`src/rtl/cswq_pkg.sv`:
```
package cswq_pkg;

  localparam int QUEUE_DEPTH = 32;
  localparam int ID_BITS     = 8;
  localparam int PTR_W       = $clog2(QUEUE_DEPTH);
  localparam int QCNT_W      = $clog2(QUEUE_DEPTH + 1);

  localparam int COUNT_W     = 17;
  localparam int SUM_W       = COUNT_W + 1;
  localparam int COUNT_MAX   = 65535;
  localparam int INIT_W      = 15;
  localparam int RC_W        = 16;
  localparam int TID_W       = 8;
  localparam int KIND_W      = 2;
  localparam int IN_DATA_W   = 24;
  localparam int OUT_DATA_W  = 32;

  localparam logic MODE_WAIT   = 1'b0;
  localparam logic MODE_SIGNAL = 1'b1;

  localparam logic [KIND_W-1:0] KIND_WAIT  = 2'd0;
  localparam logic [KIND_W-1:0] KIND_WOKEN = 2'd1;
  localparam logic [KIND_W-1:0] KIND_DONE  = 2'd2;

  typedef enum logic [1:0] {
    ST_IDLE,
    ST_READ,
    ST_WAKE,
    ST_LAST
  } state_e;

  function automatic logic [PTR_W-1:0] next_ptr(input logic [PTR_W-1:0] p);
    logic [PTR_W-1:0] r;
    if (p == PTR_W'(QUEUE_DEPTH - 1)) begin
      r = '0;
    end else begin
      r = p + PTR_W'(1);
    end
    return r;
  endfunction

endpackage

```
`src/rtl/counting_semaphore_wait_queue.sv`:
```
// Counting semaphore with a FIFO of blocked thread ids.
// Input stream (s_axis): tuser[0] = mode (wait / signal), tdata carries the
// thread id and the signed release count n. Output stream (m_axis): tuser is
// the result kind; tlast marks the final result of an item.
// A wait gives one response: pass, blocked (id queued) or queue overflow.
// A signal wakes up to max(n,1) queued threads, oldest first, one result each,
// then a done result with the number woken; a negative n only echoes n.
// A wait, or a signal that wakes nobody, shows its result the cycle after the
// input transfer; a signal that wakes threads first reads the queue RAM in
// ST_READ and shows its first woken id from ST_WAKE.
// One item at a time: no new input is taken until the last result of an item
// is taken. For a signal that wakes threads, each woken id needs a read of the
// queue RAM (registered read) in ST_READ followed by its output in ST_WAKE.
// The count update uses one shared adder.
// While a result is stalled by m_axis_tready the block holds it and accepts
// nothing. The config channel loads the count and empties the queue; it is
// taken only when idle and wins over a same-cycle input transfer.
// Reset: count is zero, queue empty, no result pending.
module counting_semaphore_wait_queue (
  input  logic                               clk_i,
  input  logic                               rst_ni,
  input  logic                               cfg_valid_i,
  output logic                               cfg_ready_o,
  input  logic [cswq_pkg::INIT_W-1:0]        cfg_data_i,      // initial_count
  input  logic                               s_axis_tvalid,
  output logic                               s_axis_tready,
  input  logic [cswq_pkg::IN_DATA_W-1:0]     s_axis_tdata,    // thread_id, release_count
  input  logic [0:0]                         s_axis_tuser,    // mode
  output logic                               m_axis_tvalid,
  input  logic                               m_axis_tready,
  output logic [cswq_pkg::OUT_DATA_W-1:0]    m_axis_tdata,    // id, blocked, overflow,
                                                              // return_value, 6'b0
  output logic [cswq_pkg::KIND_W-1:0]        m_axis_tuser,    // kind
  output logic                               m_axis_tlast
);

  cswq_pkg::state_e state_q, state_d;

  logic signed [cswq_pkg::COUNT_W-1:0] count_q;
  logic [cswq_pkg::PTR_W-1:0]          head_q, tail_q;
  logic [cswq_pkg::ID_BITS-1:0]        queue_mem_q [cswq_pkg::QUEUE_DEPTH];
  logic [cswq_pkg::ID_BITS-1:0]        rd_q;
  logic [cswq_pkg::QCNT_W-1:0]         rem_q, wake_q;

  logic [cswq_pkg::KIND_W-1:0] res_kind_q;
  logic [cswq_pkg::TID_W-1:0]  res_id_q;
  logic                        res_blk_q, res_ovf_q;
  logic [cswq_pkg::RC_W-1:0]   res_rv_q;

  // input fields
  logic                          in_mode;
  logic [cswq_pkg::TID_W-1:0]    in_tid;
  logic signed [cswq_pkg::RC_W-1:0] in_rc;
  assign in_mode = s_axis_tuser[0];
  assign in_tid  = s_axis_tdata[cswq_pkg::TID_W-1:0];
  assign in_rc   = signed'(s_axis_tdata[cswq_pkg::TID_W +: cswq_pkg::RC_W]);

  logic in_fire, out_fire, cfg_fire;
  assign in_fire  = s_axis_tvalid & s_axis_tready;
  assign out_fire = m_axis_tvalid & m_axis_tready;
  assign cfg_fire = cfg_valid_i & cfg_ready_o;

  // queue occupancy is -count when the count is negative
  logic [cswq_pkg::COUNT_W-1:0] neg_count;
  logic [cswq_pkg::QCNT_W-1:0]  queued;
  logic                         q_full;
  assign neg_count = cswq_pkg::COUNT_W'(-count_q);
  assign queued    = count_q[cswq_pkg::COUNT_W-1] ?
                     neg_count[cswq_pkg::QCNT_W-1:0] : '0;
  assign q_full    = (queued >= cswq_pkg::QCNT_W'(cswq_pkg::QUEUE_DEPTH));

  logic [cswq_pkg::RC_W-1:0]   amount;
  logic [cswq_pkg::QCNT_W-1:0] wake;
  logic                        rc_neg;
  assign rc_neg = in_rc[cswq_pkg::RC_W-1];
  assign amount = (in_rc == '0) ? cswq_pkg::RC_W'(1) : in_rc[cswq_pkg::RC_W-1:0];
  assign wake   = (amount < cswq_pkg::RC_W'(queued)) ?
                  amount[cswq_pkg::QCNT_W-1:0] : queued;

  // shared count adder: -1 for a wait, +amount for a signal
  logic signed [cswq_pkg::SUM_W-1:0] add_b, sum;
  logic signed [cswq_pkg::COUNT_W-1:0] count_upd;
  assign add_b = (in_mode == cswq_pkg::MODE_WAIT) ? -cswq_pkg::SUM_W'(1) :
                 signed'({2'b00, amount});
  assign sum   = {count_q[cswq_pkg::COUNT_W-1], count_q} + add_b;
  assign count_upd = (sum > cswq_pkg::SUM_W'(cswq_pkg::COUNT_MAX)) ?
                     cswq_pkg::COUNT_W'(cswq_pkg::COUNT_MAX) :
                     sum[cswq_pkg::COUNT_W-1:0];

  logic wait_pass;
  assign wait_pass = (count_q > 0);

  // next state
  always_comb begin
    state_d = state_q;
    unique case (state_q)
      cswq_pkg::ST_IDLE: begin
        if (in_fire) begin
          if (in_mode == cswq_pkg::MODE_WAIT || rc_neg || wake == '0) begin
            state_d = cswq_pkg::ST_LAST;
          end else begin
            state_d = cswq_pkg::ST_READ;
          end
        end
      end
      cswq_pkg::ST_READ: state_d = cswq_pkg::ST_WAKE;
      cswq_pkg::ST_WAKE: begin
        if (m_axis_tready) begin
          state_d = (rem_q == '0) ? cswq_pkg::ST_LAST : cswq_pkg::ST_READ;
        end
      end
      cswq_pkg::ST_LAST: begin
        if (m_axis_tready) begin
          state_d = cswq_pkg::ST_IDLE;
        end
      end
      default: state_d = cswq_pkg::ST_IDLE;
    endcase
  end

  // outputs
  always_comb begin
    cfg_ready_o   = 1'b0;
    s_axis_tready = 1'b0;
    m_axis_tvalid = 1'b0;
    m_axis_tuser  = res_kind_q;
    m_axis_tlast  = 1'b1;
    m_axis_tdata  = {6'b0, res_rv_q, res_ovf_q, res_blk_q, res_id_q};
    unique case (state_q)
      cswq_pkg::ST_IDLE: begin
        cfg_ready_o   = 1'b1;
        s_axis_tready = ~cfg_valid_i;
      end
      cswq_pkg::ST_READ: begin
      end
      cswq_pkg::ST_WAKE: begin
        m_axis_tvalid = 1'b1;
        m_axis_tuser  = cswq_pkg::KIND_WOKEN;
        m_axis_tlast  = 1'b0;
        m_axis_tdata  = {6'b0, cswq_pkg::RC_W'(0), 1'b0, 1'b0, cswq_pkg::TID_W'(rd_q)};
      end
      cswq_pkg::ST_LAST: begin
        m_axis_tvalid = 1'b1;
      end
      default: begin
      end
    endcase
  end

  always_ff @(posedge clk_i or negedge rst_ni) begin
    if (!rst_ni) begin
      state_q <= cswq_pkg::ST_IDLE;
      count_q <= '0;
      head_q  <= '0;
      tail_q  <= '0;
      rem_q   <= '0;
    end else begin
      state_q <= state_d;
      if (cfg_fire) begin
        count_q <= signed'({2'b00, cfg_data_i});
        head_q  <= '0;
        tail_q  <= '0;
      end else if (in_fire) begin
        if (in_mode == cswq_pkg::MODE_WAIT) begin
          if (wait_pass || !q_full) begin
            count_q <= count_upd;
          end
          if (!wait_pass && !q_full) begin
            tail_q <= cswq_pkg::next_ptr(tail_q);
          end
        end else if (!rc_neg) begin
          count_q <= count_upd;
          rem_q   <= wake;
        end
      end else if (state_q == cswq_pkg::ST_READ) begin
        head_q <= cswq_pkg::next_ptr(head_q);
        rem_q  <= rem_q - cswq_pkg::QCNT_W'(1);
      end
    end
  end

  // queue RAM: one write port, one registered read port
  always_ff @(posedge clk_i) begin
    if (in_fire && in_mode == cswq_pkg::MODE_WAIT && !wait_pass && !q_full) begin
      queue_mem_q[tail_q] <= in_tid[cswq_pkg::ID_BITS-1:0];
    end
    if (state_q == cswq_pkg::ST_READ) begin
      rd_q <= queue_mem_q[head_q];
    end
  end

  // result payload
  always_ff @(posedge clk_i) begin
    if (in_fire) begin
      wake_q <= wake;
      if (in_mode == cswq_pkg::MODE_WAIT) begin
        res_kind_q <= cswq_pkg::KIND_WAIT;
        res_rv_q   <= '0;
        if (wait_pass) begin
          res_id_q  <= '0;
          res_blk_q <= 1'b0;
          res_ovf_q <= 1'b0;
        end else begin
          res_id_q  <= cswq_pkg::TID_W'(in_tid[cswq_pkg::ID_BITS-1:0]);
          res_blk_q <= ~q_full;
          res_ovf_q <= q_full;
        end
      end else begin
        res_kind_q <= cswq_pkg::KIND_DONE;
        res_id_q   <= '0;
        res_blk_q  <= 1'b0;
        res_ovf_q  <= 1'b0;
        res_rv_q   <= rc_neg ? in_rc[cswq_pkg::RC_W-1:0] : cswq_pkg::RC_W'(wake);
      end
    end else if (state_q == cswq_pkg::ST_WAKE && out_fire && rem_q == '0) begin
      res_kind_q <= cswq_pkg::KIND_DONE;
      res_id_q   <= '0;
      res_blk_q  <= 1'b0;
      res_ovf_q  <= 1'b0;
      res_rv_q   <= cswq_pkg::RC_W'(wake_q);
    end
  end

endmodule

```
`config.mk`:
```
export PLATFORM = sky130hd
export DESIGN_NAME = counting_semaphore_wait_queue
export DESIGN_NICKNAME = d
export VERILOG_FILES = /design/src/rtl/cswq_pkg.sv /design/src/rtl/counting_semaphore_wait_queue.sv
export SDC_FILE = /design/constraint.sdc
export NUM_CORES = 1
export LEC_CHECK = 0
export BUFFER_PORTS_ARGS = -buffer_cell sky130_fd_sc_hd__buf_2
export CORE_ASPECT_RATIO = 1.25
export CORE_MARGIN = 2
export CORE_UTILIZATION = 55
export DETAILED_ROUTE_END_ITERATION = 7
export HOLD_SLACK_MARGIN = 0.03
export PLACE_DENSITY = 0.85
export SLEW_MARGIN = 20
export SYNTH_ARGS = -nofsm -noshare
export SYNTH_HDL_FRONTEND = slang
export SYNTH_SLANG_ARGS = --single-unit
```
`constraint.sdc`:
```
create_clock -name clk_i -period 5.5 [get_ports clk_i]
set_clock_uncertainty 0.2 [all_clocks]
set_input_delay 0.275 -clock clk_i [delete_from_list [all_inputs] [get_ports clk_i]]
set_output_delay 0.275 -clock clk_i [all_outputs]
set_load 0.02 [all_outputs]
```
Word-level counts from Yosys, hierarchy flattened. Memories as Yosys holds them, arrays and structs flattened. A register that Yosys moved wholly into a read port is not among the register bits. Cells that the tools add are included.

Register bits after elaboration: 69. Bits in writable memories: 256. Word-level logic and storage cells: 123. Memories: 1. Bits of input ports: 45. Output and inout port bits: 38.

Bitwise logic cells: 7. Reductions and logical operators: 27. $add $sub $neg: 5. Mux-type cells: 55. Eq/ne operators: 13. Order comparisons: 4.

Memories: queue_mem_q (words 32, bits a word 8, read ports 1, clocked after Yosys merged registers in 1, write ports 1, RTL line counting_semaphore_wait_queue.sv:41) `logic [cswq_pkg::ID_BITS-1:0] queue_mem_q [cswq_pkg::QUEUE_DEPTH];`.

Operator list (count): 17-bit two-way mux (6); 16-bit two-way mux (5); 5-bit two-way mux (9); 6-bit two-way mux (6); 8-bit two-way mux (4); 26-bit two-way mux (1); 18-bit adder (1); 18-bit by 17-bit > comparator with 1-bit output, second input constant (1); 18-bit two-way mux (1); 2-bit two-way mux (9); 17-bit by 1-bit > comparator with 1-bit output, second input constant (1); 16-bit logical NOT (1); 16-bit by 6-bit < comparator with 1-bit output (1); 1-bit two-way mux (13); 6-bit logical NOT (2); 5-bit by 1-bit adder with 5-bit output, second input constant (2); 5-bit == test, second input constant (2); 2-bit inequality test, second input constant (5); 2-bit nonzero test (5); 3-bit AND reduction (3); 2-bit case mux with 4 select lines (1); 6-bit >= comparator, second input constant (1); 1-bit logical AND (6); 6-bit negation (1); 14 further kinds (24).

Longest topological paths before layout. Gate-level depths: netlist (run 1).

Word-level depth: 10. Gate-level depth with buffers: 15. Gate-level depth less buffers: 14.

Worst setup path before layout (run 1). No wires, ideal clock.

Kind: input to register. Start: in s_axis_tdata[18] in the netlist's numbering. End: reg count_q[13] in the netlist's numbering. Slack: 2.269 ns. Data required time: 5.223 ns. Buffers on the path: 1. Cell stages on the path: 15. Arrival: 2.953 ns. Library setup time: 0.077 ns. Cell sequence: nor4_1 > nand3_1 > nor3_2 > or3_1 > ha_1 > inv_1 > fa_1 > nor2b_1 > o2111ai_1 > a31oi_1 > a21oi_1 > o31a_1 > o21a_2 > buf_4 > a21oi_1.

Word-level cells in the longest chain between the ends: 10. Elaborated cells between the ends (all ways): 11. Classes of those cells: add/sub (1); order compare (1); mux (8); reduce/logical (1).

Ends and longest elaborated chain: from (decl) (RTL line counting_semaphore_wait_queue.sv:27) `input logic [cswq_pkg::IN_DATA_W-1:0] s_axis_tdata,`; 16-bit logical NOT (RTL line counting_semaphore_wait_queue.sv:76) `assign amount = (in_rc == '0) ? cswq_pkg::RC_W'(1) : in_rc[cswq_pkg::RC_W-1:0];`; 16-bit two-way mux * (RTL line counting_semaphore_wait_queue.sv:76); 18-bit two-way mux * (RTL line counting_semaphore_wait_queue.sv:83) `assign add_b = (in_mode == cswq_pkg::MODE_WAIT) ? -cswq_pkg::SUM_W'(1) :`; 18-bit adder * (RTL line counting_semaphore_wait_queue.sv:85) `assign sum = {count_q[cswq_pkg::COUNT_W-1], count_q} + add_b;`; 18-bit by 17-bit > comparator with 1-bit output (RTL line counting_semaphore_wait_queue.sv:86) `assign count_upd = (sum > cswq_pkg::SUM_W'(cswq_pkg::COUNT_MAX)) ?`; 17-bit two-way mux * (RTL line counting_semaphore_wait_queue.sv:86); 17-bit two-way mux (on tied branches) (RTL line counting_semaphore_wait_queue.sv:165, counting_semaphore_wait_queue.sv:171); 17-bit two-way mux * (RTL line counting_semaphore_wait_queue.sv:164) `if (in_mode == cswq_pkg::MODE_WAIT) begin`; 17-bit two-way mux * (RTL line counting_semaphore_wait_queue.sv:163) `end else if (in_fire) begin`; 17-bit two-way mux * (RTL line counting_semaphore_wait_queue.sv:159) `if (cfg_fire) begin`; to (signal assigned) (RTL line counting_semaphore_wait_queue.sv:160) `count_q <= signed'({2'b00, cfg_data_i});`; to (signal assigned) (RTL line counting_semaphore_wait_queue.sv:166) `count_q <= count_upd;`; to (signal assigned) (RTL line counting_semaphore_wait_queue.sv:172) `count_q <= count_upd;`; to (decl) (RTL line counting_semaphore_wait_queue.sv:39) `logic signed [cswq_pkg::COUNT_W-1:0] count_q;`.

Mark *: on every way between the ends. The rest lies on a longest branch, timed or not. The select of a mux whose other input is x is not followed. A chain may end at the register's enable or synchronous reset.

Final worst setup path (run 1).
Start: in s_axis_tdata[18] in the netlist's numbering. End: reg count_q[0] in the netlist's numbering.

The elaborated chain is that of the path after synthesis.

==> summary.md, run 1 <==
| Metric | Value |
|---|---|
| EDFF count, synth | `roughly 300` |
| WL final | `about 34,000 um` |
| Via/cell ratio | `6.41` |
| Core Region | `between 20,000 and 30,000 um2` |
| Post-CTS Hold Buffers | `31` |
| # port buffers | `76` |
| Wire length per cell | `about 23 um` |
| Layout cell share with drive strength beyond 1 | `around 18%` |
| Post-synth top area share | `59.7%` |
| Synth Flop Type | `edfxtp_1` |
| Highest metal used | `met4` |
| DRC errors left | `0` |
| Initial core utilization | `a little under three fifths` |
| N_diodes | `0` |
| Post-CTS Resized | `0` |
| Post-route insts no fill | `1,466` |
| # H-tree levels | `1` |
| Initial antenna violation count | `0` |
| CTS tree | `done` |
| CTS Sinks | `332` |
| Remaining global-route overflow | `0` |
| Crit-path max FO | `16` |
| Period utilisation layout | `77.0%` |
| Die ar. | `around 28,000 um2` |
| CTS Buf Count | `29` |
| Top cells by area, synth | `edfxtp_1 60%, mux4_2 6.0%, dfrtp_1 5.9%, mux2i_1 3.9%, ha_1 2.6%` |
| Post-Route M1 WL | `12,800 um` |
| HPWL Detailed | `21,800 um` |
| Met3 wire len | `3110 um` |
| Cells after synthesis | `approximately 1,000` |
| Fin Setup TNS | `0 ns` |
| Synth Warn # | `0` |
| WP data arrival | `between 4 and 5 ns` |
| Lkg Pwr | `5.73 nW` |
| RSZ-0062 raised after global routing | `false` |
| Register area share after synthesis | `65.6%` |
| Power Density | `between 400 and 500 nW/um2` |
| Clk slew on worst S/H paths | `~0.07 ns` |
| CP Capture Type | `register` |
| Worst Tran Pin Value | `a little over 1 ns` |
| Root Driver | `clkbuf_16` |
| Filler cells | `1,814` |
| Placer Congestion | `slightly below 1` |
| Met2 WL | `17,200 um` |
| CP Launch Type | `input pin` |
| Clk_lat worst skew | `roughly 0.56 ns` |
| Fin. max-slew vios | `0` |
| Vias in the first global route | `between 9,000 and 10,000` |
| Slew headroom | `a little under a third` |
| #FFs+latches synth | `332` |
| Num ports | `83` |
| Run status | `finished, final reports clean` |
| First-iteration detailed-routing DRC count | `approximately 990` |
| Cell area after synthesis | `14,900 um2` |
| WP data required | `5.81 ns` |
| Max cap viols | `0` |
| Placed Cells | `roughly 1,400` |
| Synth async-reset ratio | `roughly a tenth` |
| First-pass GRT wire length | `around 53,000 um` |
| Upper clock frequency limit | `roughly 240 MHz` |
| Synth area leader | `edfxtp_1` |
| Cell variety after synth | `75` |
| DR vias | `9,393` |
| Post-layout minimum cycle time | `4.24 ns` |
| TritonRoute pass-1 iters | `5` |
| Final-stage net count | `1,175` |
| Die Width | `~150 um` |
| Post-CTS Setup Bufs | `0` |
| Synthesized area per cell | `roughly 15 um2` |
| Largest net degree at the start of global routing | `between 50 and 60` |
| All-Layer GR Usage | `24.5%` |
| Max IR drop VDD | `around 0.00024 V` |
| Post-route ant nets | `0` |
| DIE HEIGHT | `188 um` |
| Area grow syn2layout | `12.6%` |
| Row Count | `67` |
| HP Class | `input pin to register` |
| Final hold vios | `0` |
| Setup CP Type | `input pin to register` |
| Final setup viols | `0` |
| Clock Tree Buf Depth | `3` |
-- per-stage QoR --
| step | power, mW | utilization, % | worst slack (ns) | hold WS, ns | cell area [um2] |
|---|---|---|---|---|---|
| finish | 7.63 | 62.9 | 1.26 | 0.0494 | 16800 |
| global route | 7.98 | 62.9 | 0.996 | 0.0722 | 16800 |
| CTS | 7.62 | 62.9 | 1.30 | 0.0316 | 16800 |
| detailed placement | 5.48 | 58.0 | 1.81 | 0.240 | 15500 |
| global placement | 5.42 | 58.0 | 1.89 | 0.202 | 15500 |
| floorplan | 4.86 | - | 2.27 | -0.221 | 14900 |
-- per-layer routing --
| layer | vias up | GRT usage, % |
|---|---|---|
| li1 | 4076 | - |
| met2 | 639 | 41.0 |
| met4 | 0 | 9.35 |
| met3 | 99 | 4.26 |
| met5 | - | 0 |
| met1 | 4579 | 31.9 |
-- where the power goes --
part / total [mW] / switching (mW) / internal [mW] / leakage, nW
Sequential: 3.19 / 0.268 / 2.93 / 3.09
Clock: 2.12 / 0.905 / 1.22 / 0.477
Combinational: 2.32 / 1.33 / 0.986 / 2.16
-- synthesized netlist by cell type (21+ instances only) --
library cell  count
and2_1           37
o221ai_1         39
dfrtp_1          35
a21oi_1          47
clkbuf_1         37
nor2_1           56
o21ai_0          32
ha_1             31
nand2_1          68
edfxtp_1        297
mux2i_1          58
mux4_2           40
inv_1            21
-- layout make-up --
cell class              instances  area [um2]  share of cell area [%]
inverters                      23        86.3                   0.513
clock inverters                18         240                    1.43
multi-input cells             602        4780                    28.4
well taps                     345         432                    2.57
repair buffers                110         726                    4.32
flip-flops and latches        332        9800                    58.3
clock buffers                  36         752                    4.47
-- critical path, cell delays in order --
cell	delay, ns
dlygate4sd3_1	0.54
buf_2	0.13
nor4_1	0.29
nand3_1	0.19
nor3_2	0.23
or3_1	0.14
ha_1	0.18
inv_1	0.06
fa_1	0.40
nor2b_1	0.17
o2111ai_1	0.15
a31oi_1	0.35
a21oi_1	0.20
o31a_1	0.27
o21a_2	0.24
a21oi_1	0.18
dlygate4sd3_1	0.55
-- final timing paths --
path,from,end,slack [ns],depth (start not counted)
worst max register to register,count_q[0],queue_mem_q[15][6],1.76,9
worst min register to register,wake_q[3],res_rv_q[3],0.35,2
min in group asynchronous,rst_ni,count_q[11],0.17,2
worst max-delay path,s_axis_tdata[18],count_q[0],1.26,17
worst min-delay path,s_axis_tdata[10],res_rv_q[2],0.05,3
max in group asynchronous,rst_ni,head_q[0],4.28,2
-- sequential cells by signal, indices dropped and copies added (netlist names) --
name and count:
count_q 17, rd_q 8, res_ovf_q 1, tail_q 5
wake_q 6, res_id_q 8, rem_q 6, res_blk_q 1
queue_mem_q 256, res_kind_q 1, res_rv_q 16, state_q 2
head_q 5
-- cell usage in the layout (no fill, tap or decap), types with 32 or more instances in the layout --
master and n:
a21oi_1 47, and2_1 37, buf_2 76, dfrtp_1 33
edfxtp_1 297, mux2i_1 58, mux4_2 40, nand2_1 67
nor2_1 56, o21ai_0 32, o221ai_1 39
-- logic make-up (layout without fill, tap and decap cells) --
group / after synthesis / after routing / synth area share (%)
simple gates: 260 / 260 / 9.11
flops: 332 / 332 / 65.6
xor+xnor: 15 / 15 / 0.880
buf+inv: 84 / 187 / 2.52
compound gates: 178 / 178 / 8.22
fa+ha+maj: 32 / 32 / 2.73
mux: 111 / 111 / 10.9
other cells: 1 / 6 / 0.0251
Note: power is estimated with default switching activity, not from simulation.
==> run 2: changes to the inputs <==
--- a/config.mk
+++ b/config.mk
@@ -5,13 +5,14 @@
 export SDC_FILE = /design/constraint.sdc
 export NUM_CORES = 1
 export LEC_CHECK = 0
+export ABC_AREA = 1
 export BUFFER_PORTS_ARGS = -buffer_cell sky130_fd_sc_hd__buf_2
 export CORE_ASPECT_RATIO = 1.25
 export CORE_MARGIN = 2
 export CORE_UTILIZATION = 55
 export DETAILED_ROUTE_END_ITERATION = 7
 export HOLD_SLACK_MARGIN = 0.03
-export PLACE_DENSITY = 0.85
+export PLACE_DENSITY = 0.88
 export SLEW_MARGIN = 20
 export SYNTH_ARGS = -nofsm -noshare
 export SYNTH_HDL_FRONTEND = slang
==> constraint.sdc (replaced) <==
create_clock -name clk_i -period 3.5 [get_ports clk_i]
set_clock_uncertainty 0.2 [all_clocks]
set_input_delay 0.175 -clock clk_i [delete_from_list [all_inputs] [get_ports clk_i]]
set_output_delay 0.175 -clock clk_i [all_outputs]
set_load 0.02 [all_outputs]
==> summary.md, run 2 <==
| Metric | Value |
|---|---|
| Power Density | `785 nW/um2` |
| Synth area leader | `edfxtp_1` |
| Num ports | `83` |
| Worst Tran Pin Value | `roughly 1 ns` |
| DR vias | `approximately 12,000` |
| Via/cell ratio | `between 6 and 7` |
| Largest regs | `queue_mem_q: 256 flops, count_q: 17 flops, res_rv_q: 16 flops` |
| Worst Setup SP | `state_q[0]` |
| Tot Pwr | `about 14 mW` |
| WL final | `~39,000 um` |
| Slew headroom | `about a third` |
| Upper clock frequency limit | `between 200 and 300 MHz` |
| CP Launch Type | `register` |
| Core Region | `roughly 27,000 um2` |
| First-pass GRT wire length | `a little over 60,000 um` |
| Clk slew on worst S/H paths | `~0.060 ns` |
| Lkg Pwr | `roughly 6.8 nW` |
| DP Area | `~16,000 um2` |
| Final-stage net count | `1,667` |
| Critical-path cell list | `nor3_2, nand2_1, dlygate4sd3_1, nor2_1, nand2_1, nor2_4, nand2_1, nor2_1, buf_4` |
| Synthesized area per cell | `between 10 and 15 um2` |
| Final setup viols | `0` |
| Top cells by count, synth | `307 x nor2_1, 297 x edfxtp_1, 190 x nand2_1` |
| Post-layout minimum cycle time | `approximately 3.5 ns` |
| HP Class | `input pin to async pin` |
| RSZ-0062 raised after global routing | `true` |
| Cells after synthesis | `approximately 1,500` |
| DRC errors left | `0` |
| Final hold vios | `0` |
| WP data arrival | `between 3 and 4 ns` |
| Commonest cells after routing, fill and taps aside | `306 x nor2_1, 297 x edfxtp_1, 190 x nand2_1, 185 x o21ai_0, 95 x inv_1` |
| HPWL Detailed | `approximately 24,000 um` |
| Fin. max-slew vios | `0` |
| Cell variety after synth | `50` |
| TritonRoute pass-1 iters | `6` |
| Register area share after synthesis | `between 60% and 70%` |
| Commonest non-fill, non-tap cell in the layout | `nor2_1` |
| Top-count cell post-synth | `nor2_1` |
| Setup CP Type | `register to register` |
| Die ar. | `just under 30,000 um2` |
| Layout cell share with drive strength beyond 1 | `between 10 and 15%` |
| Placer Congestion | `between 1 and 1.5` |
| Post-route ant nets | `0` |
| Vias in the first global route | `roughly 12,000` |
| All-Layer GR Usage | `between 20% and 30%` |
| Max IR drop VDD | `0.000585 V` |
| N_diodes | `0` |
| Largest net degree at the start of global routing | `130` |
| CTS Buf Count | `31` |
| First-iteration detailed-routing DRC count | `roughly 1,500` |
| # port buffers | `76` |
| CP max-delay cell | `dlygate4sd3_1` |
| Initial core utilization | `~56%` |
| Post-synth top area share | `between 50% and 60%` |
| Largest register FFs | `about 260` |
| Top reg by flops | `queue_mem_q` |
| Area grow syn2layout | `15.9%` |
| Crit-path max FO | `9` |
| Filler cells | `1,899` |
| Die Width | `approximately 150 um` |
| Max incr delay on CP | `slightly below 0.6 ns` |
| #FFs+latches synth | `between 300 and 400` |
| Period utilisation layout | `between 90% and 100%` |
| Worst R2R Start | `state_q[0]` |
| Max cap viols | `0` |
| Finished Cell Area | `between 15,000 and 20,000 um2` |
| WP data required | `approximately 3.6 ns` |
| Run status | `finished, final reports clean` |
| CP Capture Type | `register` |
| CTS tree | `done` |
| # H-tree levels | `1` |
| Top cells by area, synth | `edfxtp_1 58%, nor2_1 7.6%, o21ai_0 6.1%, dfrtp_1 5.7%, nand2_1 4.7%` |
| CP most frequent cell | `nand2_1` |
| Wire length per cell | `around 20 um` |
| Row Count | `between 60 and 70` |
| Remaining global-route overflow | `0` |
| Worst path bufs/invs | `2` |
| Root Driver | `clkbuf_16` |
| Clock Tree Buf Depth | `3` |
| Kind of cell adding the most delay to the critical path | `simple AND/OR/NAND/NOR gates` |
| Initial antenna violation count | `0` |
| CTS Sinks | `between 300 and 400` |
| EDFF count, synth | `around 300` |
| Synth Warn # | `0` |
| Fin Setup TNS | `0 ns` |
| Synth async-reset ratio | `10.5%` |
| Synth Flop Type | `edfxtp_1` |
| Cell area after synthesis | `between 15,000 and 20,000 um2` |
| Clk_lat worst skew | `just under 0.6 ns` |
| DIE HEIGHT | `roughly 190 um` |
run 2: cell types whose count changed after synthesis, moves of 19 or more:
cell,before,now
o221ai_1,39,0
and2_1,37,0
clkbuf_1,37,66
mux4_2,40,0
inv_1,21,96
nand3_1,10,37
o22ai_1,5,78
a21oi_1,47,23
nand2_1,68,190
nor2_1,56,307
nand2b_1,19,0
o21ai_0,32,186
mux2i_1,58,0
run 2: worst paths after layout:
path,endpoint,slack (ns),depth (start not counted)
min reg2reg,count_q[10],0.35,2
max in group asynchronous,head_q[0],2.43,2
min,state_q[1],0.05,2
min in group clk_i,rem_q[0],0.08,6
max,queue_mem_q[17][6],0.02,9
max reg2reg,queue_mem_q[17][6],0.02,9
run 2: power by group:
group	switching (mW)	internal (mW)
Combinational	3.86	1.76
Sequential	0.245	4.66
Clock	1.44	1.92
Total	5.55	8.34
run 2: what timing repair did:
item | CTS | global route
gates resized for setup | 0 | 1
buffers inserted | 0 | 3
endpoints found under the setup margin | 0 | 226
hold endpoints to repair | 346 | 0
hold buffers | 45 | 0
run 2: cell families after synthesis:
logic type	count (synthesis)	share of synthesized area (%)
buf+inv	179	4.59
fa+ha+maj	32	2.67
simple gates	576	15.7
compound gates	329	12.3
flops	332	64.2
other cells	1	0.0246
xor+xnor	8	0.459
run 2: layout make-up:
cell class | instances | area (um2) | share of cell area [%]
flip-flops and latches | 332 | 9800 | 55.4
clock buffers | 35 | 791 | 4.47
well taps | 350 | 438 | 2.48
repair buffers | 175 | 1260 | 7.13
inverters | 99 | 373 | 2.11
clock inverters | 21 | 225 | 1.27
multi-input cells | 951 | 4800 | 27.1
run 2: layer usage:
layer,wire [um],track usage [%]
met1,13800,32.2
met2,19800,47.6
met3,3520,3.39
met4,1650,11.2
met5,0,0
run 2: worst reg2reg max path: cells and delay by family (launching register included):
kind                   cells  cell delay, ns
and+or+nand+nor            7            1.71
buffers and inverters      2            0.80
DFF                        1            0.46
run 2: stage by stage:
step	cells	worst slack, ns	util [%]	hold WS [ns]
after floorplan	1462	0.619	-	-0.321
after global routing	1963	-0.0892	64.4	0.107
after detailed placement	1859	0.242	58.9	0.106
after CTS	1960	0.120	64.2	0.0373
final	1963	0.0216	64.4	0.0485
after global placement	1859	0.385	58.9	0.101
